<file path="src/design/vlce_pkg.sv">
// ============================================================================
// Vector line command encoder package
// Shared widths, register codes, word constants and the types that travel
// between the front end, the queue and the back end.
// ============================================================================
package vlce_pkg;

   // Field widths
   localparam int FRAC_W    = 16;   // Q0.16 coordinate fraction
   localparam int INTEN_W   = 8;    // beam intensity
   localparam int SCALE_W   = 16;   // signed Q8.8 scale
   localparam int OFF_W     = 14;   // signed offset
   localparam int ROT_W     = 2;
   localparam int WORD_W    = 32;
   localparam int PIX_W     = 12;   // packed screen coordinate
   localparam int BRIGHT_W  = 6;

   // Mapping arithmetic: diff = frac*COORD_MAX - (COORD_MAX/2)<<16 fits 28 bits
   // signed for any COORD_MAX up to 4095; the product with the scale then
   // needs 44 bits, and the offset term one more bit.
   localparam int DIFF_W    = 28;
   localparam int PROD_W    = DIFF_W + SCALE_W;
   localparam int SUM_W     = PROD_W + 1;
   localparam int DIV_SHIFT = FRAC_W + 8;  // Q0.16 times Q8.8
   localparam int CRD_W     = 20;          // mapped coordinate, full precision
   localparam int LANES     = 4;           // start x, start y, end x, end y

   // Input and output channel layout
   localparam int REQ_DATA_W = 4 * FRAC_W + INTEN_W;  // 72 bits, whole bytes
   localparam int RSP_DATA_W = WORD_W;

   // Queue between front end and back end
   localparam int QDEPTH  = 8;
   localparam int QADDR_W = 3;
   localparam int QLVL_W  = 4;

   // Configuration port
   localparam int CSR_ADDR_W = 5;
   localparam int CSR_DATA_W = 32;
   localparam int REG_IDX_W  = 3;
   localparam logic [REG_IDX_W-1:0] REG_ROTATE_MODE = 3'd0;
   localparam logic [REG_IDX_W-1:0] REG_BRIGHT_THR  = 3'd1;
   localparam logic [REG_IDX_W-1:0] REG_SCALE_X     = 3'd2;
   localparam logic [REG_IDX_W-1:0] REG_SCALE_Y     = 3'd3;
   localparam logic [REG_IDX_W-1:0] REG_OFFSET_X    = 3'd4;
   localparam logic [REG_IDX_W-1:0] REG_OFFSET_Y    = 3'd5;

   // Rotation codes
   localparam logic [ROT_W-1:0] ROT_NONE  = 2'd0;
   localparam logic [ROT_W-1:0] ROT_P90   = 2'd1;
   localparam logic [ROT_W-1:0] ROT_P180  = 2'd2;
   localparam logic [ROT_W-1:0] ROT_M90   = 2'd3;

   // Output word constants
   localparam logic [1:0]          WORD_TAG    = 2'b10;
   localparam logic [WORD_W-1:0]   WORD_DONE   = 32'h0101_0101;
   localparam logic [WORD_W-1:0]   WORD_ZERO   = 32'h0000_0000;
   localparam logic [BRIGHT_W-1:0] BRIGHT_FULL = 6'd3;

   typedef struct packed {
      logic [ROT_W-1:0]          rotate_mode;
      logic [INTEN_W-1:0]        bright_threshold;
      logic signed [SCALE_W-1:0] scale_x;
      logic signed [SCALE_W-1:0] scale_y;
      logic signed [OFF_W-1:0]   offset_x;
      logic signed [OFF_W-1:0]   offset_y;
   } cfg_type;

   // One classified item waiting for the back end
   typedef struct packed {
      logic                      eof;
      logic                      transit;
      logic signed [CRD_W-1:0]   x0;
      logic signed [CRD_W-1:0]   y0;
      logic signed [CRD_W-1:0]   x1;
      logic signed [CRD_W-1:0]   y1;
      logic [INTEN_W-1:0]        intensity;
   } entry_type;

endpackage

</file>
<file path="src/design/vlce_queue.sv">
// ============================================================================
// Vector line command encoder queue
// Small first-in first-out buffer of classified items between front and back.
// ============================================================================
module vlce_queue (
   input  logic                        clock,
   input  logic                        reset,
   input  logic                        push,
   input  vlce_pkg::entry_type         push_entry,
   input  logic                        pop,
   output logic                        head_valid,
   output vlce_pkg::entry_type         head_entry,
   output logic [vlce_pkg::QLVL_W-1:0] level
);
   import vlce_pkg::*;

   entry_type          mem_ff [QDEPTH];
   logic [QADDR_W-1:0] wr_ptr_ff, wr_ptr_in;
   logic [QADDR_W-1:0] rd_ptr_ff, rd_ptr_in;
   logic [QLVL_W-1:0]  level_ff, level_in;

   always_comb begin
      wr_ptr_in = push ? wr_ptr_ff + QADDR_W'(1) : wr_ptr_ff;
      rd_ptr_in = pop  ? rd_ptr_ff + QADDR_W'(1) : rd_ptr_ff;
      level_in  = level_ff;
      if (push && !pop) begin
         level_in = level_ff + QLVL_W'(1);
      end else if (pop && !push) begin
         level_in = level_ff - QLVL_W'(1);
      end
   end

   always_ff @(posedge clock) begin
      if (reset) begin
         wr_ptr_ff <= '0;
         rd_ptr_ff <= '0;
         level_ff  <= '0;
      end else begin
         wr_ptr_ff <= wr_ptr_in;
         rd_ptr_ff <= rd_ptr_in;
         level_ff  <= level_in;
      end
   end

   always_ff @(posedge clock) begin
      if (push) begin
         mem_ff[wr_ptr_ff] <= push_entry;
      end
   end

   assign head_valid = (level_ff != '0);
   assign head_entry = mem_ff[rd_ptr_ff];
   assign level      = level_ff;

endmodule

</file>
<file path="config.mk">
export PLATFORM = sky130hd
export DESIGN_NAME = vlce_queue
export DESIGN_NICKNAME = d
export VERILOG_FILES = /design/src/design/vlce_pkg.sv /design/src/design/vlce_queue.sv
export SDC_FILE = /design/constraint.sdc
export NUM_CORES = 1
export LEC_CHECK = 0
export ABC_AREA = 1
export BUFFER_PORTS_ARGS = -buffer_cell sky130_fd_sc_hd__buf_2
export CORE_MARGIN = 2
export CORE_UTILIZATION = 54
export DETAILED_ROUTE_END_ITERATION = 6
export PLACE_DENSITY = 0.85
export SLEW_MARGIN = 20
export SYNTH_ARGS = -nofsm -noshare
export SYNTH_HDL_FRONTEND = slang
export SYNTH_SLANG_ARGS = --single-unit
</file>
<file path="constraint.sdc">
create_clock -name clock -period 5.37 [get_ports clock]
set_clock_uncertainty 0.05 [all_clocks]
set_input_delay 0.537 -clock clock [delete_from_list [all_inputs] [get_ports clock]]
set_output_delay 0.537 -clock clock [all_outputs]
set_load 0.005 [all_outputs]
</file>
==> After elaboration in Yosys (flattened, before gate mapping) <==
Memory sizes are Yosys's and may differ from the RTL's. A register that Yosys moved wholly into a read port is not among the register bits.
Index checks and enable logic that the tools add are counted.
{ "totals": {"regBits": 10, "ram_bits": 720, "inputBits": 94, "wordCells": 20, "mem_count": 1} }
{ "memory_table": {"columns": ["memory", "words", "width", "rd", "rd_ports_with_merged_regs", "wr", "line", "source"], "rows": [
  ["mem_ff", 8, 90, 1, 1, 1, "vlce_queue.sv:17", "entry_type mem_ff [QDEPTH];"]
]} }
{ "classes": {"addsub": 4, "n_mux": 6, "n_reduce_logical": 6} }
{ "ops": {"columns": ["cell", "n"], "rows": [
  ["$mux 4", 2],
  ["$add 3x1->3 const B", 2],
  ["$mux 3", 2],
  ["$add 4x1->4 const B", 1],
  ["$reduce_bool 4->1", 1],
  ["$sub 4x1->4 const B", 1],
  ["$logic_and 1x1->1", 2],
  ["$logic_not 1->1", 2],
  ["$mux 1", 2],
  ["$reduce_bool 2->1", 1]
]} }

==> Longest topological paths before layout <==
{ "depth": {"depth_word": 4, "mapped_depth": 11} }

==> Least setup slack after synthesis <==
OpenSTA, ideal clock, no wires.
{ "synth_path": {"path_kind": "input -> register", "startpoint": "input push", "endpoint": "memory mem_ff[0][0] in the netlist's numbering, enable pin", "arrival_ps": 4659, "path_slack_ps": 122, "stages": 3, "path_buffers": 0, "path_cell_list": "inv_1 > or2_2 > nor2_1"} }
{ "synth_between": {"elab_chain_len": 2} }
{ "synth_rtl": {"columns": ["element", "line", "source"], "rows": [
  ["from (decl)", "vlce_queue.sv:8", "input logic push,"],
  ["$mux 1", "vlce_queue.sv:46", "if (push) begin"],
  ["$mux 1 (not written as such)", "vlce_queue.sv:47", "mem_ff[wr_ptr_ff] <= push_entry;"],
  ["to (decl)", "vlce_queue.sv:17", null]
]} }
No other way between the ends.

==> results.tsv <==
stage	metric	value	unit
synthesis	leading cell type by number of instances after synthesis	nor2_1	
clock_network	setup bufs post-CTS	0	
synthesis	most area-hungry cell type in the Yosys netlist	edfxtp_1	
finish	Final #Nets	2727	
pwr	P_int	9.55	mW
clock_network	total number of H-tree levels	3	
synthesis	Mapped Avg Cell Area	11.8	um2
synthesis	register area share after synthesis	0.749	
global_routing	initial antenna violation count	5	
pwr	Logic pwr share	0.095	
clock_network	CTS tree	yes	
clock_network	worst skew pair latency	610	ps
clock_network	post-CTS sizing	0	
finish	share of layout cells above drive strength 1	0.123	
global_routing	GR Overflow Total	0	
finish	fin cells	3376	
sta	Max Fclk	249	MHz
sta	final hold slack	142	ps
synthesis	asr flop ratio synth	0	
sta	Tmin final	4010	ps
synthesis	syn_nets	2577	
synthesis	most common flop cell mapped by yosys	edfxtp_1	
sta	unrepaired setup endpoints after global routing	no	
setup_path	crit path kind	flop to primary output	
synthesis	Synth Warn #	0	
drt	number of vias per cell	5.64	
sta	slew margin rel.	0.143	
finish	design area	32800	um2
global_routing	gr usage total	0.237	
pwr	switching power	2.91	mW
setup_path	R2R Path Start	wr_ptr_ff[0]	
setup_path	Max FO, Critical Path	206	
setup_path	crit path buf inv count	3	
pwr	sequential share of power	0.520	
sta	final hold viol count	0	
drt	WL/cell	19.6	um
pwr	Leakage	12.1	nW
sta	setup_tns	0	ps
floorplan	Ports	189	
global_routing	vias in the first global route	19054	
synthesis	Mapped Area	29200	um2
setup_path	critical path required time	4780	ps
finish	area delta synth->final	12.4	%
setup_path	critical path's slowest cell	dfxtp_4	
clock_network	Worst-path clk slew	60	ps
worst_hold_path	Hold WC Path Type	input port to flop	
sta	final setup violation count	0	
floorplan	Die Height	237	um
setup_path	most used cell, CP	nand2_1	
synthesis	Synth Instances	2477	
drt	vias	19026	
synthesis	ranking of synthesized cells by instance count	nor2_1, edfxtp_1, nand2_1, o21ai_1, buf_2	
floorplan	Initial Utilization	0.544	
drt	ANT nets after route	0	
synthesis	distinct cell type count after synthesis	25	
floorplan	num rows	85	
drt	drt first pass iters	5	
setup_path	startpoint types	flop	
setup_path	max incr delay on CP	670	ps
setup_path	crit path capture type	primary output	
outcome	status	finished, final reports clean	
synthesis	top cell type's share of synthesized area	0.740	
pwr	Clk network pwr share	0.385	
drt	final wirelength	66100	um
sta	fin. max-slew vios	0	
drt	Post-route DRC	0	
pwr	Max VDD drop	0.265	mV
pwr	Switching Fraction	0.233	
setup_path	critical path arrival	3430	ps
pwr	PwrDens	379	nW/um2
setup_path	crit-path cells	clkinv_8 > buf_12 > o21ai_1 > nand2_1 > nand2_1 > nand2_1 > buf_2	
sta	crit share post-route	0.748	
placement	PortBufs	188	
floorplan	core area	53700	um2
setup_path	cell family with most CP delay	buffers and inverters	
global_routing	largest net degree at the start of global routing	211	
placement	cell count after placement	3249	
finish	fillers	3830	
synthesis	Yosys reg bits	733	
clock_network	CTS buffer count	72	
placement	Placer Congestion	0.751	
sta	Worst Max-Slew Pin Slew	1290	ps
clock_network	root cell of the clock tree	clkbuf_16	
synthesis	Post-synth EDFFs	720	
placement	DP HPWL	33800	um
drt	initial DRC count	2160	
placement	Cell Area, Placed	30600	um2
synthesis	synth top area cells	edfxtp_1, nor2_1, nand2_1	
worst_hold_path	Worst Hold Launch	push_entry[67]	
clock_network	clock tree sinks	733	
global_routing	first-pass GRT wire length	103000	um
placement	post-place setup slack	2230	ps
floorplan	Die W	237	um
clock_network	CTS Hold Bufs	0	
clock_network	Bufs on Longest Clock Path	3	
sta	post-route setup slack	1360	ps
floorplan	die area	56000	um2
flow_run	number of max-cap violations	0	
==> final cells by class <==
class | instances | area (um2) | share of cell area
clock inverters | 32 | 236 | 0.00720
repair buffers | 214 | 1190 | 0.0362
diodes | 4 | 10.0 | 0.000305
clock buffers | 91 | 1990 | 0.0606
well taps | 696 | 871 | 0.0265
inverters | 14 | 73.8 | 0.00225
flip-flops and latches | 733 | 21900 | 0.666
multi-input cells | 1592 | 6590 | 0.200
==> kinds of logic (layout without fill, tap and decap cells) <==
| kind of cell | after synthesis | after routing | synth area share |
|---|---|---|---|
| fa+ha+maj | 6 | 6 | 0.00283 |
| flops | 733 | 733 | 0.749 |
| other cells | 0 | 4 | 0 |
| xor+xnor | 2 | 2 | 0.000600 |
| compound gates | 369 | 369 | 0.0633 |
| simple gates | 1215 | 1215 | 0.157 |
| buf+inv | 152 | 351 | 0.0279 |
==> power groups by stage <==
stage	Sequential, mW	Clock (mW)	Combinational, mW
after floorplan	6.58	0	0.769
after global placement	6.59	0	1.12
after detailed placement	6.60	0	1.18
after CTS	6.48	4.86	1.19
after global routing	6.49	5.08	1.34
final	6.48	4.80	1.19
==> per-stage QoR <==
stage               utilization  power (mW)
floorplan                     -        7.35
CTS                       0.611        12.5
finish                    0.612        12.5
global placement          0.570        7.71
global route              0.611        12.9
detailed placement        0.570        7.77
==> worst register-to-register path, stage by stage, from the launching register on <==
cell and delay [ps]:
dfxtp_1 340, or2_2 420, nor2_4 510, buf_4 750
==> layout by cell type, fill, tap and decap left out, types with 8 or more instances in the layout <==
cell,instances
o21ai_1,300
nand2_1,471
clkinv_2,13
buf_4,21
nor2_1,728
clkbuf_16,77
o21ai_0,61
clkbuf_1,13
inv_1,11
nor2_4,8
dfxtp_1,10
edfxtp_1,720
buf_2,188
clkinv_1,12
==> final timing paths <==
| path | endpoint | cells after the start | slack [ps] |
|---|---|---|---|
| hold / removal | mem_ff[0][67] | 1 | 140 |
| setup reg to reg | mem_ff[6][89] | 3 | 2880 |
| setup / recovery | head_entry[77] | 7 | 1360 |
| hold reg to reg | flop | 2 | 480 |
==> sequential cells by signal, indices dropped and copies added, names as in the netlist, named ones only <==
| name | flops |
|---|---|
| level | 4 |
| mem_ff | 720 |
| wr_ptr_ff | 3 |
| rd_ptr_ff | 3 |
==> layer usage <==
layer  track usage  vias up  wire length (um)
met3        0.0412      146              5170
met5             0        -                62
li1              -     8781                 -
met2         0.400      863             33100
met1         0.306     9226             26000
met4        0.0959       10              1710
No activity file was read; power rests on OpenSTA's default activity.
