==> src/design/vlce_pkg.sv <==
// ============================================================================
// Vector line command encoder package
// Shared widths, register codes, word constants and the types that travel
// between the front end, the queue and the back end.
// ============================================================================
package vlce_pkg;

   // Field widths
   localparam int FRAC_W    = 16;   // Q0.16 coordinate fraction
   localparam int INTEN_W   = 8;    // beam intensity
   localparam int SCALE_W   = 16;   // signed Q8.8 scale
   localparam int OFF_W     = 14;   // signed offset
   localparam int ROT_W     = 2;
   localparam int WORD_W    = 32;
   localparam int PIX_W     = 12;   // packed screen coordinate
   localparam int BRIGHT_W  = 6;

   // Mapping arithmetic: diff = frac*COORD_MAX - (COORD_MAX/2)<<16 fits 28 bits
   // signed for any COORD_MAX up to 4095; the product with the scale then
   // needs 44 bits, and the offset term one more bit.
   localparam int DIFF_W    = 28;
   localparam int PROD_W    = DIFF_W + SCALE_W;
   localparam int SUM_W     = PROD_W + 1;
   localparam int DIV_SHIFT = FRAC_W + 8;  // Q0.16 times Q8.8
   localparam int CRD_W     = 20;          // mapped coordinate, full precision
   localparam int LANES     = 4;           // start x, start y, end x, end y

   // Input and output channel layout
   localparam int REQ_DATA_W = 4 * FRAC_W + INTEN_W;  // 72 bits, whole bytes
   localparam int RSP_DATA_W = WORD_W;

   // Queue between front end and back end
   localparam int QDEPTH  = 8;
   localparam int QADDR_W = 3;
   localparam int QLVL_W  = 4;

   // Configuration port
   localparam int CSR_ADDR_W = 5;
   localparam int CSR_DATA_W = 32;
   localparam int REG_IDX_W  = 3;
   localparam logic [REG_IDX_W-1:0] REG_ROTATE_MODE = 3'd0;
   localparam logic [REG_IDX_W-1:0] REG_BRIGHT_THR  = 3'd1;
   localparam logic [REG_IDX_W-1:0] REG_SCALE_X     = 3'd2;
   localparam logic [REG_IDX_W-1:0] REG_SCALE_Y     = 3'd3;
   localparam logic [REG_IDX_W-1:0] REG_OFFSET_X    = 3'd4;
   localparam logic [REG_IDX_W-1:0] REG_OFFSET_Y    = 3'd5;

   // Rotation codes
   localparam logic [ROT_W-1:0] ROT_NONE  = 2'd0;
   localparam logic [ROT_W-1:0] ROT_P90   = 2'd1;
   localparam logic [ROT_W-1:0] ROT_P180  = 2'd2;
   localparam logic [ROT_W-1:0] ROT_M90   = 2'd3;

   // Output word constants
   localparam logic [1:0]          WORD_TAG    = 2'b10;
   localparam logic [WORD_W-1:0]   WORD_DONE   = 32'h0101_0101;
   localparam logic [WORD_W-1:0]   WORD_ZERO   = 32'h0000_0000;
   localparam logic [BRIGHT_W-1:0] BRIGHT_FULL = 6'd3;

   typedef struct packed {
      logic [ROT_W-1:0]          rotate_mode;
      logic [INTEN_W-1:0]        bright_threshold;
      logic signed [SCALE_W-1:0] scale_x;
      logic signed [SCALE_W-1:0] scale_y;
      logic signed [OFF_W-1:0]   offset_x;
      logic signed [OFF_W-1:0]   offset_y;
   } cfg_type;

   // One classified item waiting for the back end
   typedef struct packed {
      logic                      eof;
      logic                      transit;
      logic signed [CRD_W-1:0]   x0;
      logic signed [CRD_W-1:0]   y0;
      logic signed [CRD_W-1:0]   x1;
      logic signed [CRD_W-1:0]   y1;
      logic [INTEN_W-1:0]        intensity;
   } entry_type;

endpackage

==> src/design/vlce_back.sv <==
// ============================================================================
// Vector line command encoder back end
// Walks the words of each queued item, packs display words and holds them in
// the output register until the downstream side takes them.
// ============================================================================
module vlce_back #(
   parameter int COORD_MAX = 4095
) (
   input  logic                            clock,
   input  logic                            reset,
   input  vlce_pkg::cfg_type               cfg,
   input  logic                            q_valid,
   input  vlce_pkg::entry_type             q_entry,
   output logic                            q_pop,
   output logic                            rsp_tvalid,
   input  logic                            rsp_tready,
   output logic [vlce_pkg::RSP_DATA_W-1:0] rsp_tdata,
   output logic                            rsp_tlast
);
   import vlce_pkg::*;

   localparam logic [PIX_W-1:0]        PIX_MAX = PIX_W'(COORD_MAX);
   localparam logic signed [CRD_W-1:0] CRD_MAX = CRD_W'(COORD_MAX);

   logic [1:0]        phase_ff, phase_in;
   logic [1:0]        last_phase;
   logic              final_word;
   logic              load;
   logic              tvalid_ff, tvalid_in;
   logic [WORD_W-1:0] tdata_ff, tdata_in;
   logic              tlast_ff, tlast_in;

   function automatic logic [PIX_W-1:0] clamp_pix(input logic signed [CRD_W-1:0] v);
      logic [PIX_W-1:0] r;
      if (v < 0) begin
         r = '0;
      end else if (v > CRD_MAX) begin
         r = PIX_MAX;
      end else begin
         r = v[PIX_W-1:0];
      end
      return r;
   endfunction

   function automatic logic [WORD_W-1:0] pack_point(
      input logic signed [CRD_W-1:0] xi,
      input logic signed [CRD_W-1:0] yi,
      input logic [INTEN_W-1:0]      inten,
      input cfg_type                 c
   );
      logic [PIX_W-1:0]    xc;
      logic [PIX_W-1:0]    yf;
      logic [PIX_W-1:0]    xr;
      logic [PIX_W-1:0]    yr;
      logic [BRIGHT_W-1:0] bright;
      xc = clamp_pix(xi);
      yf = PIX_MAX - clamp_pix(yi);
      if (inten > c.bright_threshold) begin
         bright = BRIGHT_FULL;
      end else begin
         bright = inten[INTEN_W-1:2];  // zero intensity gives zero as well
      end
      unique case (c.rotate_mode)
         ROT_P90: begin
            xr = PIX_MAX - yf;
            yr = xc;
         end
         ROT_P180: begin
            xr = PIX_MAX - xc;
            yr = PIX_MAX - yf;
         end
         ROT_M90: begin
            xr = yf;
            yr = PIX_MAX - xc;
         end
         default: begin
            xr = xc;
            yr = yf;
         end
      endcase
      return {WORD_TAG, bright, xr, yr};
   endfunction

   always_comb begin
      if (q_entry.eof) begin
         last_phase = 2'd2;
      end else if (q_entry.transit) begin
         last_phase = 2'd1;
      end else begin
         last_phase = 2'd0;
      end
      final_word = (phase_ff == last_phase);
      load       = q_valid && (!tvalid_ff || rsp_tready);
      q_pop      = load && final_word;

      phase_in = phase_ff;
      if (load) begin
         phase_in = final_word ? 2'd0 : phase_ff + 2'd1;
      end

      tvalid_in = tvalid_ff && !rsp_tready;
      tdata_in  = tdata_ff;
      tlast_in  = tlast_ff;
      if (load) begin
         tvalid_in = 1'b1;
         tlast_in  = final_word;
         if (q_entry.eof) begin
            tdata_in = (phase_ff == 2'd0) ? WORD_DONE : WORD_ZERO;
         end else if (q_entry.transit && (phase_ff == 2'd0)) begin
            tdata_in = pack_point(q_entry.x0, q_entry.y0, '0, cfg);
         end else begin
            tdata_in = pack_point(q_entry.x1, q_entry.y1, q_entry.intensity, cfg);
         end
      end
   end

   always_ff @(posedge clock) begin
      if (reset) begin
         phase_ff  <= '0;
         tvalid_ff <= 1'b0;
      end else begin
         phase_ff  <= phase_in;
         tvalid_ff <= tvalid_in;
      end
   end

   always_ff @(posedge clock) begin
      tdata_ff <= tdata_in;
      tlast_ff <= tlast_in;
   end

   assign rsp_tvalid = tvalid_ff;
   assign rsp_tdata  = tdata_ff;
   assign rsp_tlast  = tlast_ff;

endmodule

==> config.mk <==
export PLATFORM = sky130hd
export DESIGN_NAME = vlce_back
export DESIGN_NICKNAME = d
export VERILOG_FILES = /design/src/design/vlce_pkg.sv /design/src/design/vlce_back.sv
export SDC_FILE = /design/constraint.sdc
export NUM_CORES = 1
export LEC_CHECK = 0
export BUFFER_PORTS_ARGS = -buffer_cell sky130_fd_sc_hd__clkbuf_2
export CAP_MARGIN = 15
export CORE_MARGIN = 5
export CORE_UTILIZATION = 39
export DETAILED_ROUTE_END_ITERATION = 8
export GPL_ROUTABILITY_DRIVEN = 0
export GPL_TIMING_DRIVEN = 0
export PLACE_DENSITY = 0.76
export RECOVER_POWER = 25
export SETUP_SLACK_MARGIN = 0.3
export SLEW_MARGIN = 20
export SYNTH_ARGS = -nofsm -noshare
export SYNTH_HDL_FRONTEND = slang
export SYNTH_SLANG_ARGS = --single-unit
==> constraint.sdc <==
create_clock -name clock -period 4 [get_ports clock]
set_input_delay 1 -clock clock [delete_from_list [all_inputs] [get_ports clock]]
set_output_delay 1 -clock clock [all_outputs]
set_load 0.01 [all_outputs]
# Word-level counts from Yosys, hierarchy flattened

Index checks and enable logic that the tools add are counted.

Shift-type cells: 0
Multiply operators: 0
Muxes and demuxes: 33
Equality and inequality tests: 4
Reductions and logical operators: 8
$add $sub $neg: 7
$lt $le $gt $ge: 10
Bitwise gates (word level): 0
Divide/modulo/power cells: 0

Operator list:

| cell                     | number |
|---|---|
| $mux W12                 | 20 |
| $pmux W12 S3             | 4 |
| $gt A20 B13 Y1 const B   | 4 |
| $lt A20 B1 Y1 const B    | 4 |
| $sub A12 B12 Y12 const A | 6 |
| $mux W32                 | 1 |
| $mux W30                 | 1 |
| $mux W25                 | 1 |
| $gt A1 B8 Y1 const A     | 1 |
| $gt A8 B8 Y1             | 1 |
| $mux W2                  | 3 |
| $mux W6                  | 1 |
| $eq A2 B2 Y1 const B     | 2 |
| $logic_and A1 B1 Y1      | 4 |
| $add A2 B1 Y2 const B    | 1 |
| $eq A2 B1 Y1 const B     | 1 |
| $eq A2 B2 Y1             | 1 |
| $logic_not A1 Y1         | 2 |
| $logic_not A2 Y1         | 1 |
| $mux W1                  | 2 |
| $logic_or A1 B1 Y1       | 1 |

Logic and storage cells: 66
Output and inout port bits: 35
Bits in read-only memories: 0
Flip-flop bits (word level): 36
Bits in writable memories: 0
Memories kept: 0
Latch bits: 0
Input bits: 164

# Depth between registers and ports, before layout

Gate-level depths: netlist of run 1.

Depth in word-level cells: 11
Depth in mapped cells: 10
Gate-level depth less buffers: 7

# Worst setup path after synthesis of run 1

Ideal clock, no wire load.

Path type: input-to-reg
Start: input q_entry[66] (netlist name)
End: register tdata_ff[2], in the netlist rsp_tdata[2] (data pin)
Required time: 3.728 ns
Arrival time: 2.503 ns
Slack: 1.225 ns
Setup time: 0.272 ns
Stages on the path: 8
Buffers on the path: 3
Cells stage by stage: or4_4 buf_6 or2_1 buf_6 buf_8 o21ai_1 o2111ai_1 mux2i_1

Word-level cells in the longest chain between the ends: 11
Elaborated cells on any way between the ends: 12
Classes of those cells: add/sub: 2; order compare: 2; mux: 8

Ends and longest elaborated chain:

| what                 | RTL line         | RTL |
|---|---|---|
| from (decl)          | vlce_back.sv:13  | `input vlce_pkg::entry_type q_entry,` |
| $gt A20 B13 Y1       | vlce_back.sv:37  | `end else if (v > CRD_MAX) begin` |
| $mux W12             | vlce_back.sv:37  |  |
| $mux W12 (*)         | vlce_back.sv:35  | `if (v < 0) begin` |
| $mux W12 (*)         | vlce_back.sv:109 | `end else if (q_entry.transit && (phase_ff == 2'd0)) begin` |
| $mux W12 (*)         | vlce_back.sv:107 | `if (q_entry.eof) begin` |
| $mux W12 (*)         | vlce_back.sv:104 | `if (load) begin` |
| $sub A12 B12 Y12 (*) | vlce_back.sv:57  | `yf = PIX_MAX - clamp_pix(yi);` |
| $sub A12 B12 Y12     | vlce_back.sv:70  | `yr = PIX_MAX - yf;` |
| $pmux W12 S3 (*)     | vlce_back.sv:63  | `unique case (c.rotate_mode)` |
| $mux W30 (*)         | vlce_back.sv:109 |  |
| $mux W32 (*)         | vlce_back.sv:107 |  |
| to (signal assigned) | vlce_back.sv:128 | `tdata_ff <= tdata_in;` |
| to (decl)            | vlce_back.sv:30  | `logic [WORD_W-1:0] tdata_ff, tdata_in;` |

Every way passes the cells marked *; elsewhere a longest branch is shown, timed or not. The select of a mux whose other input is x is not followed.
A chain may end at the register's enable or synchronous reset.

# Worst setup path in the final report of run 1

Start: input cfg[68] (netlist name)
End: register tdata_ff[6], in the netlist rsp_tdata[6] (data pin)

Word-level cells in the longest chain between the ends: 4
Elaborated cells on any way between the ends: 7
Classes of those cells: eq/ne: 3; mux: 4

Ends and longest elaborated chain:

| what                                                | RTL line         | RTL |
|---|---|---|
| from (decl)                                         | vlce_back.sv:11  | `input vlce_pkg::cfg_type cfg,` |
| $eq A2 B2 Y1 / $eq A2 B1 Y1 (equally long branches) | vlce_back.sv:63  |  |
| $pmux W12 S3                                        | vlce_back.sv:63  |  |
| $mux W30 (*)                                        | vlce_back.sv:109 |  |
| $mux W32 (*)                                        | vlce_back.sv:107 |  |

Every way passes the cells marked *; elsewhere a longest branch is shown, timed or not.

==> results.cfg, run 1 <==
[status]
status = complete, no violations

[setup_path]
end_kind = flop
required_ns = 4.01
cp_common_cell = clkbuf_1
r2r_slack_ns = 1.22
cp_top_family = buffers and inverters
slowest_delay_ns = 0.43
slowest_stage = a211oi_1
critPathArrivalTime_ns = 2.96
worstPathMaxFanout = 10
startpoint_type = input pin
path_cells = clkbuf_2 > clkbuf_1 > clkbuf_1 > clkbuf_1 > o21ai_1 > a211oi_1 > mux2i_1
path_buf_inv = 4
crit_type = in -> reg

[global_routing]
gr-total-overflow = 0
grt_pass1_wl_um = 15000
grt_pass1_vias = 3174
antenna_found_initial = 0
grt_max_degree = 34
grt_use_total = 0.210

[clocking]
clock_sinks = 35
cts_buffers = 5
clk_path_buf_depth = 2
cts_resized = 0
cts_hold_buffers = 0
cts_setup_buffers = 0
cts_root_buf = clkbuf_8
cts_tree = yes
clk_pin_slew_ns = 0.06
htree_levels = 2
worstSkewPairLatency_ns = 0.28

[synth]
synthFlopType = edfxtp_1
ys_warn_count = 0
synth_cell_types = 58
syn-mean-instance-area_um2 = 8.98
yosysTopAreaCell = edfxtp_1
synthTopCellsByArea = edfxtp_1 33%, mux2i_1 7.3%, o21ai_0 4.0%
synth_nets = 493
synth-seq-cells = 35
syn_area_mm2 = 0.00287
synth_edf_count = 32
synth_cells = 320
synth_top_cell_area_share = 0.334
synth.yosys.seq_area_share = 0.355
async_flop_share = 0

[floorplan]
die_x_um = 95.8
num_io_pins = 199
initial_utilization = 0.398
die_h_um = 95.8
rows = 31
dieArea_mm2 = 0.00919
core_area_mm2 = 0.00721

[timing]
slew_viol_final = 0
fin_ws_ns = 1.05
hold_violations = 0
period_minus_slack_ns = 2.95
fin_worst_skew_ns = 0.00714
tightest_slew_ns = 0.722
max_slew_margin = 0.515
fmax_ghz = 0.338
rsz0062_at_grt = false
fin_tns_setup_ns = 0
whs_ns = 0.494
period_share = 0.739
setup_violations = 0

[routing]
drc = 0
via_per_inst = 5.76
wl_um = 9650
via_count = 3229
first_pass_iters = 7
wire_per_inst_um = 17.2
ant_nets = 0
detail_route.iter0.violations = 293

[placement]
pre_cts_ws_ns = 0.876
hpwl_um = 7990
numPortBuffers = 135

[final_layout]
areaGrowthSynthToFinish_pct = 29.5
layout_common_cells = 113 x clkbuf_2, 39 x clkbuf_1, 32 x edfxtp_1
nets = 635
antenna_cells = 0
utilization = 0.516
drive_above_1_share = 0.290
fillers = 744
layout_commonest_cell = clkbuf_2

[power_and_ir_drop]
leakagePower_nw = 1.58
total_power_mw = 1.00
powerDensity_mw_per_mm2 = 269
vdd_drop_max_mv = 0.112

[run]
max_cap_violations = 0

[min_path]
min_path_type = reg -> reg
where the power goes:
part	total [mW]	internal (mW)	switching (mW)
Combinational	0.323	0.135	0.187
Clock	0.233	0.116	0.118
Sequential	0.447	0.438	0.00832
Total	1.00	0.689	0.313
final timing paths:
kind / start / end / cells past startpoint
hold reg to reg: phase_ff[1] / phase_ff[1] / 2
setup reg to reg: phase_ff[0] / rsp_tdata[14] / 10
setup / recovery: cfg[68] / rsp_tdata[6] / 7
hold / removal: phase_ff[1] / phase_ff[1] / 2
cell families (layout without fill, tap and decap cells):
group | count (synthesis) | after routing | synth area share
adder cells (fa/ha/maj) | 9 | 9 | 0.0392
AND/OR/NAND/NOR | 100 | 100 | 0.198
buffers and inverters | 41 | 183 | 0.0653
XOR/XNOR | 1 | 1 | 0.00305
AO/OA/AOI/OAI | 112 | 112 | 0.265
other | 1 | 1 | 0.00130
flip-flops | 35 | 35 | 0.355
multiplexers | 21 | 21 | 0.0731
Yosys cell counts (all sizes together), types with 4 or more instances:
master / n
o22a: 5
a21oi: 10
nand3: 8
clkbuf: 16
inv: 18
o2111ai: 5
a211oi: 5
o311ai: 6
o21ai: 43
ha: 9
or3: 8
nand2: 13
nand4: 10
or4: 4
nor3: 19
o31ai: 14
mux2i: 21
nor2: 14
and2: 6
edfxtp: 32
buf: 7
final cells by class:
type                            instances  area (µm²)  area share
Inverter                               18        67.6      0.0182
Clock inverter                          2        8.76     0.00235
Timing Repair Buffer                  135         648       0.174
Tap cell                               99         124      0.0333
Multi-Input combinational cell        244        1670       0.447
Buffer                                 23         119      0.0319
Sequential cell                        35        1020       0.274
Clock buffer                            5        68.8      0.0185
metrics by stage:
stage | cell area [µm²] | std cells
2_1_floorplan | 2870 | 320
3_3_place_gp | 3670 | 554
3_5_place_dp | 3670 | 554
4_1_cts | 3750 | 561
5_1_grt | 3720 | 561
6_report | 3720 | 561
worst min-delay path, cell delays in order (launching register included):
cell	delay (ns)
dfxtp_1	0.33
nand2_1	0.06
a21oi_1	0.05
sequential cells by signal, summed over array words and instances, names as in the netlist:
| register | count |
|---|---|
| rsp_tvalid | 1 |
| rsp_tlast | 1 |
| phase_ff | 2 |
| rsp_tdata | 31 |
metal layers:
metal	vias to the layer above	track usage	wire length [µm]
met2	214	0.345	4520
met4	0	0.0853	250
met5	-	0	0
li1	1537	-	-
met1	1451	0.265	3750
met3	27	0.0477	1130
(Power assumes the default switching activity.)
==> run 2: changes to the inputs <==
==> constraint.sdc (replaced) <==
create_clock -name clock -period 2.8 [get_ports clock]
set_input_delay 0.7 -clock clock [delete_from_list [all_inputs] [get_ports clock]]
set_output_delay 0.7 -clock clock [all_outputs]
set_load 0.01 [all_outputs]
==> run 2 against run 1 <==
  * Cell count is the same
  * Hold slack hardly changed
  * Sequential power rose by 43%
  * Largest power group unchanged
==> results.cfg, run 2 (synthesis gave the netlist of run 1 again) <==
[final_layout]
ff_latch_area_mm2 = 0.00102
drive_above_1_share = 0.316
final_cell_area_mm2 = 0.00377
multi_input_area_mm2 = 0.00171
layout_commonest_cell = clkbuf_2
largest_reg_flops = 31
antenna_cells = 0
layout_common_cells = 118 x clkbuf_2, 33 x clkbuf_1, 32 x edfxtp_1
fillers = 743
areaGrowthSynthToFinish_pct = 31.3
nets = 635
utilization = 0.523

[routing]
wl_um = 9710
detail_route.iter0.violations = 288
wire_per_inst_um = 17.3
via_per_inst = 5.83
ant_nets = 0
drc = 0
via_count = 3269
first_pass_iters = 5

[floorplan]
rows = 31
die_x_um = 95.8
dieArea_mm2 = 0.00919
initial_utilization = 0.398
die_h_um = 95.8
core_area_mm2 = 0.00721
num_io_pins = 199

[timing]
setup_violations = 0
max_slew_margin = 0.546
slew_viol_final = 0
period_minus_slack_ns = 2.47
period_share = 0.882
hold_violations = 0
fin_worst_skew_ns = 0.00691
rsz0062_at_grt = false
tightest_slew_ns = 0.680
fmax_ghz = 0.405

[power_and_ir_drop]
p_seq_frac = 0.442
powerDensity_mw_per_mm2 = 383
vdd_drop_max_mv = 0.168
clock_power_share = 0.231
leakagePower_nw = 1.61
switching_share = 0.315
comb_power_share = 0.328
internal_power_uw = 990
p_sw_uw = 455

[global_routing]
antenna_found_initial = 0
grt_pass1_wl_um = 14900
grt_pass1_vias = 3144
grt_use_total = 0.209
grt_max_degree = 34
grtUsageMet2 = 0.340
gr-total-overflow = 0
use_met3 = 0.0508
top_usage_layer = met2
use_met1 = 0.264

[min_path]
min_path_type = reg -> reg
min_to = phase_ff[1]
hold_path_depth = 2
hp-start = phase_ff[1]

[setup_path]
r2r-end = rsp_tdata[9]
slowest_stage = or4_4
end_kind = flop
required_ns = 2.81
worstPathMaxFanout = 10
startpoint_type = input pin
r2r_slack_ns = 0.41
path_buf_inv = 2
reg2reg_from = phase_ff[0]
reg2reg_depth = 10
slowest_delay_ns = 0.56
cp_top_family = simple AND/OR/NAND/NOR gates
crit_type = in -> reg
path_cells = clkbuf_2 > or4_4 > or2_1 > clkbuf_1 > o32a_1 > o211ai_1 > mux2i_1
critPathArrivalTime_ns = 2.48

[clocking]
clk_pin_slew_ns = 0.06
clock_sinks = 35
clk_path_buf_depth = 2
cts_tree = yes
cts_root_buf = clkbuf_8
cts_buffers = 5
htree_levels = 2
cts_hold_buffers = 0
worstSkewPairLatency_ns = 0.28

[placement]
hpwl_um = 7990
numPortBuffers = 135
dpl_cell_area_mm2 = 0.00367

[status]
status = complete, no violations

[run]
max_cap_violations = 0
[run 2: cell types whose count changed in the layout (fill, tap and decap cells not counted), moves of 2 or more]
cell / change
clkbuf_2: +5
clkbuf_1: -6
a211oi_2: +2
nor3_2: +2
nor3_1: -3
a211oi_1: -2
[run 2: through the flow]
stage	total power [mW]	instances	setup TNS (ns)	hold WS, ns	setup slack [ns]
6_report	1.45	561	0	0.494	0.331
5_1_grt	1.52	561	0	0.521	0.274
4_1_cts	1.44	561	0	0.499	0.286
3_5_place_dp	1.11	554	-0.0243	0.489	-0.0243
3_3_place_gp	1.10	554	-0.0336	0.463	-0.0289
2_1_floorplan	0.915	320	0	0.452	0.325
[run 2: metal layers]
layer	wire length [µm]	up-vias
met5	0	-
met4	304	0
met3	1040	40
met1	3800	1468
li1	-	1538
met2	4560	223
[run 2: worst reg2reg max path, stage by stage, from the launching register on]
cell	delay (ns)
dfxtp_1	0.39
inv_1	0.06
ha_1	0.18
buf_2	0.18
and2_1	0.16
clkbuf_2	0.18
clkbuf_4	0.23
o21ai_0	0.12
o31ai_1	0.14
a211oi_2	0.34
mux2i_1	0.25
[run 2: worst max path at each step]
stage	slack [ns]	from	end	cells after the start
floorplan	0.33	q_entry[66]	rsp_tdata[2]	8
global placement	-0.03	cfg[68]	rsp_tdata[6]	7
global route	0.27	phase_ff[0]	rsp_tdata[9]	10
finish	0.33	q_entry[22]	rsp_tdata[21]	7
detailed placement	-0.02	cfg[68]	rsp_tdata[6]	7
CTS	0.29	phase_ff[0]	rsp_tdata[20]	9
[run 2: what timing repair did]
item / in CTS / in global routing
cloned: 0 / 0
resized for setup: 3 / 18
buffers inserted: 0 / 0
setup endpoints to repair: 8 / 18
pin swaps: 0 / 0
[run 2: layout make-up]
class	instances	area share
plain buffers	23	0.0341
clock buffers	5	0.0182
clock inverters	2	0.00232
multi-input cells	244	0.452
flip-flops and latches	35	0.270
repair buffers	135	0.172
well taps	99	0.0328
inverters	18	0.0179
[run 2: power by group through the flow]
stage	registers (mW)	logic [mW]	clock network, mW
6_report	0.638	0.474	0.333
5_1_grt	0.643	0.517	0.364
4_1_cts	0.639	0.463	0.340
3_5_place_dp	0.651	0.458	0
3_3_place_gp	0.650	0.449	0
2_1_floorplan	0.673	0.242	0
==> run 3: changes to the inputs <==
==> constraint.sdc (replaced) <==
create_clock -name clock -period 2.9 [get_ports clock]
set_input_delay 0.725 -clock clock [delete_from_list [all_inputs] [get_ports clock]]
set_output_delay 0.725 -clock clock [all_outputs]
set_load 0.01 [all_outputs]
==> run 3 against run 2 <==
  * First-iteration DRC count decreased by 11%
  * Clock-buffer cell count unchanged
  * Sequential share of layout area about the same
  * Critical path depth increased by 1
  * Clock power decreased by 4%
  * Register-to-register slack got worse by 0.03 ns
  * Hold slack about the same
  * Sequential cell count unchanged
  * Via count increased by 0.24%
  * Cell area decreased by 0.13%
  * Total power decreased by 3.6%
  * Clock skew about the same
==> results.cfg, run 3 (synthesis gave the netlist of run 1 again) <==
[clocking]
clk_path_buf_depth = 2
cts_root_buf = clkbuf_8
htree_levels = 2
clk_pin_slew_ns = 0.06
clock_sinks = 35
worstSkewPairLatency_ns = 0.28
cts_setup_buffers = 0
cts_buffers = 5
cts_tree = yes

[timing]
period_minus_slack_ns = 2.55
tightest_slew_ns = 0.682
fin_tns_setup_ns = 0
period_share = 0.879
max_slew_margin = 0.544
fin_worst_skew_ns = 0.00652
fmax_ghz = 0.392
hold_violations = 0
rsz0062_at_grt = true
slew_viol_final = 0
setup_violations = 0

[floorplan]
die_x_um = 95.8
num_io_pins = 199
die_h_um = 95.8
initial_utilization = 0.398
dieArea_mm2 = 0.00919
core_area_mm2 = 0.00721
rows = 31

[global_routing]
gr-total-overflow = 0
grt_pass1_vias = 3158
use_met1 = 0.265
antenna_found_initial = 0
use_met3 = 0.0477
grt_use_total = 0.210
grtUsageMet2 = 0.345
grt_pass1_wl_um = 14900
grt_max_degree = 34
top_usage_layer = met2

[final_layout]
antenna_cells = 0
areaGrowthSynthToFinish_pct = 31.2
layout_common_cells = 116 x clkbuf_2, 35 x clkbuf_1, 32 x edfxtp_1
utilization = 0.523
layout_commonest_cell = clkbuf_2
drive_above_1_share = 0.312
nets = 635
largest_reg_flops = 31

[min_path]
min_to = phase_ff[1]
hold_path_depth = 2
hp-start = phase_ff[1]
min_path_type = reg -> reg

[routing]
drc = 0
via_per_inst = 5.84
via_count = 3277
wire_per_inst_um = 17.3
detail_route.iter0.violations = 255
ant_nets = 0
first_pass_iters = 7
wl_um = 9700

[power_and_ir_drop]
vdd_drop_max_mv = 0.153
total_power_mw = 1.39
leakagePower_nw = 1.60
powerDensity_mw_per_mm2 = 369

[run]
max_cap_violations = 0

[placement]
hpwl_um = 7990
numPortBuffers = 135

[setup_path]
required_ns = 3.01
startpoint_type = input pin
worstPathMaxFanout = 10
crit_type = in -> reg
critPathArrivalTime_ns = 2.66
r2r-end = rsp_tdata[14]
r2r_slack_ns = 0.38
reg2reg_depth = 10
reg2reg_from = phase_ff[0]
end_kind = flop

[status]
status = complete, no violations
==> run 3: cell count changes in the layout (fill, tap and decap cells not counted) <==
cell	change
clkbuf_4	-1
buf_2	+1
clkbuf_2	-2
clkbuf_1	+2
==> run 3: area by class of cell <==
class,instances,area (µm²)
clock buffers,5,68.8
flip-flops and latches,35,1020
fillers,738,3440
plain buffers,23,124
clock inverters,2,8.76
well taps,99,124
repair buffers,135,648
multi-input cells,244,1710
inverters,18,67.6
==> run 3: routing by layer <==
| metal | up-vias | share of wire |
|---|---|---|
| met2 | 234 | 0.46 |
| met1 | 1451 | 0.39 |
| met4 | 0 | 0.033 |
| li1 | 1540 | - |
| met5 | - | 0 |
| met3 | 52 | 0.12 |
==> run 3: worst max-delay path: stages <==
cell	delay [ns]
clkbuf_1	0.29
and2_1	0.18
clkbuf_1	0.30
buf_2	0.31
and2_1	0.34
o21ai_1	0.14
nand4_1	0.12
mux2i_1	0.25
==> run 3: per-stage QoR <==
step / worst slack [ns] / instances / hold slack (ns) / cell area [µm²]
after detailed placement: 0.0507 / 554 / 0.489 / 3670
after global placement: 0.0461 / 554 / 0.463 / 3670
final: 0.351 / 561 / 0.494 / 3770
after CTS: 0.312 / 561 / 0.499 / 3760
after global routing: 0.251 / 561 / 0.521 / 3770
after floorplan: 0.400 / 320 / 0.452 / 2870
==> run 3: worst max-delay path by stage <==
stage	to	slack [ns]	from
5_1_grt	rsp_tdata[14]	0.25	phase_ff[0]
3_3_place_gp	rsp_tdata[6]	0.05	cfg[68]
3_5_place_dp	rsp_tdata[6]	0.05	cfg[68]
4_1_cts	rsp_tdata[6]	0.31	cfg[68]
2_1_floorplan	rsp_tdata[2]	0.40	q_entry[66]
6_report	rsp_tdata[14]	0.35	q_entry[88]
==> run 3: where the power goes <==
part / leakage (nW) / total [mW] / internal, mW / switching (mW)
sequential: 0.343 / 0.616 / 0.605 / 0.0114
combinational: 1.22 / 0.455 / 0.190 / 0.265
clock: 0.0414 / 0.321 / 0.160 / 0.162
==> run 3: what timing repair did <==
action,4_1_cts,5_1_grt
gates resized for setup,1,16
setup endpoints to repair,4,15
hold buffers,0,0
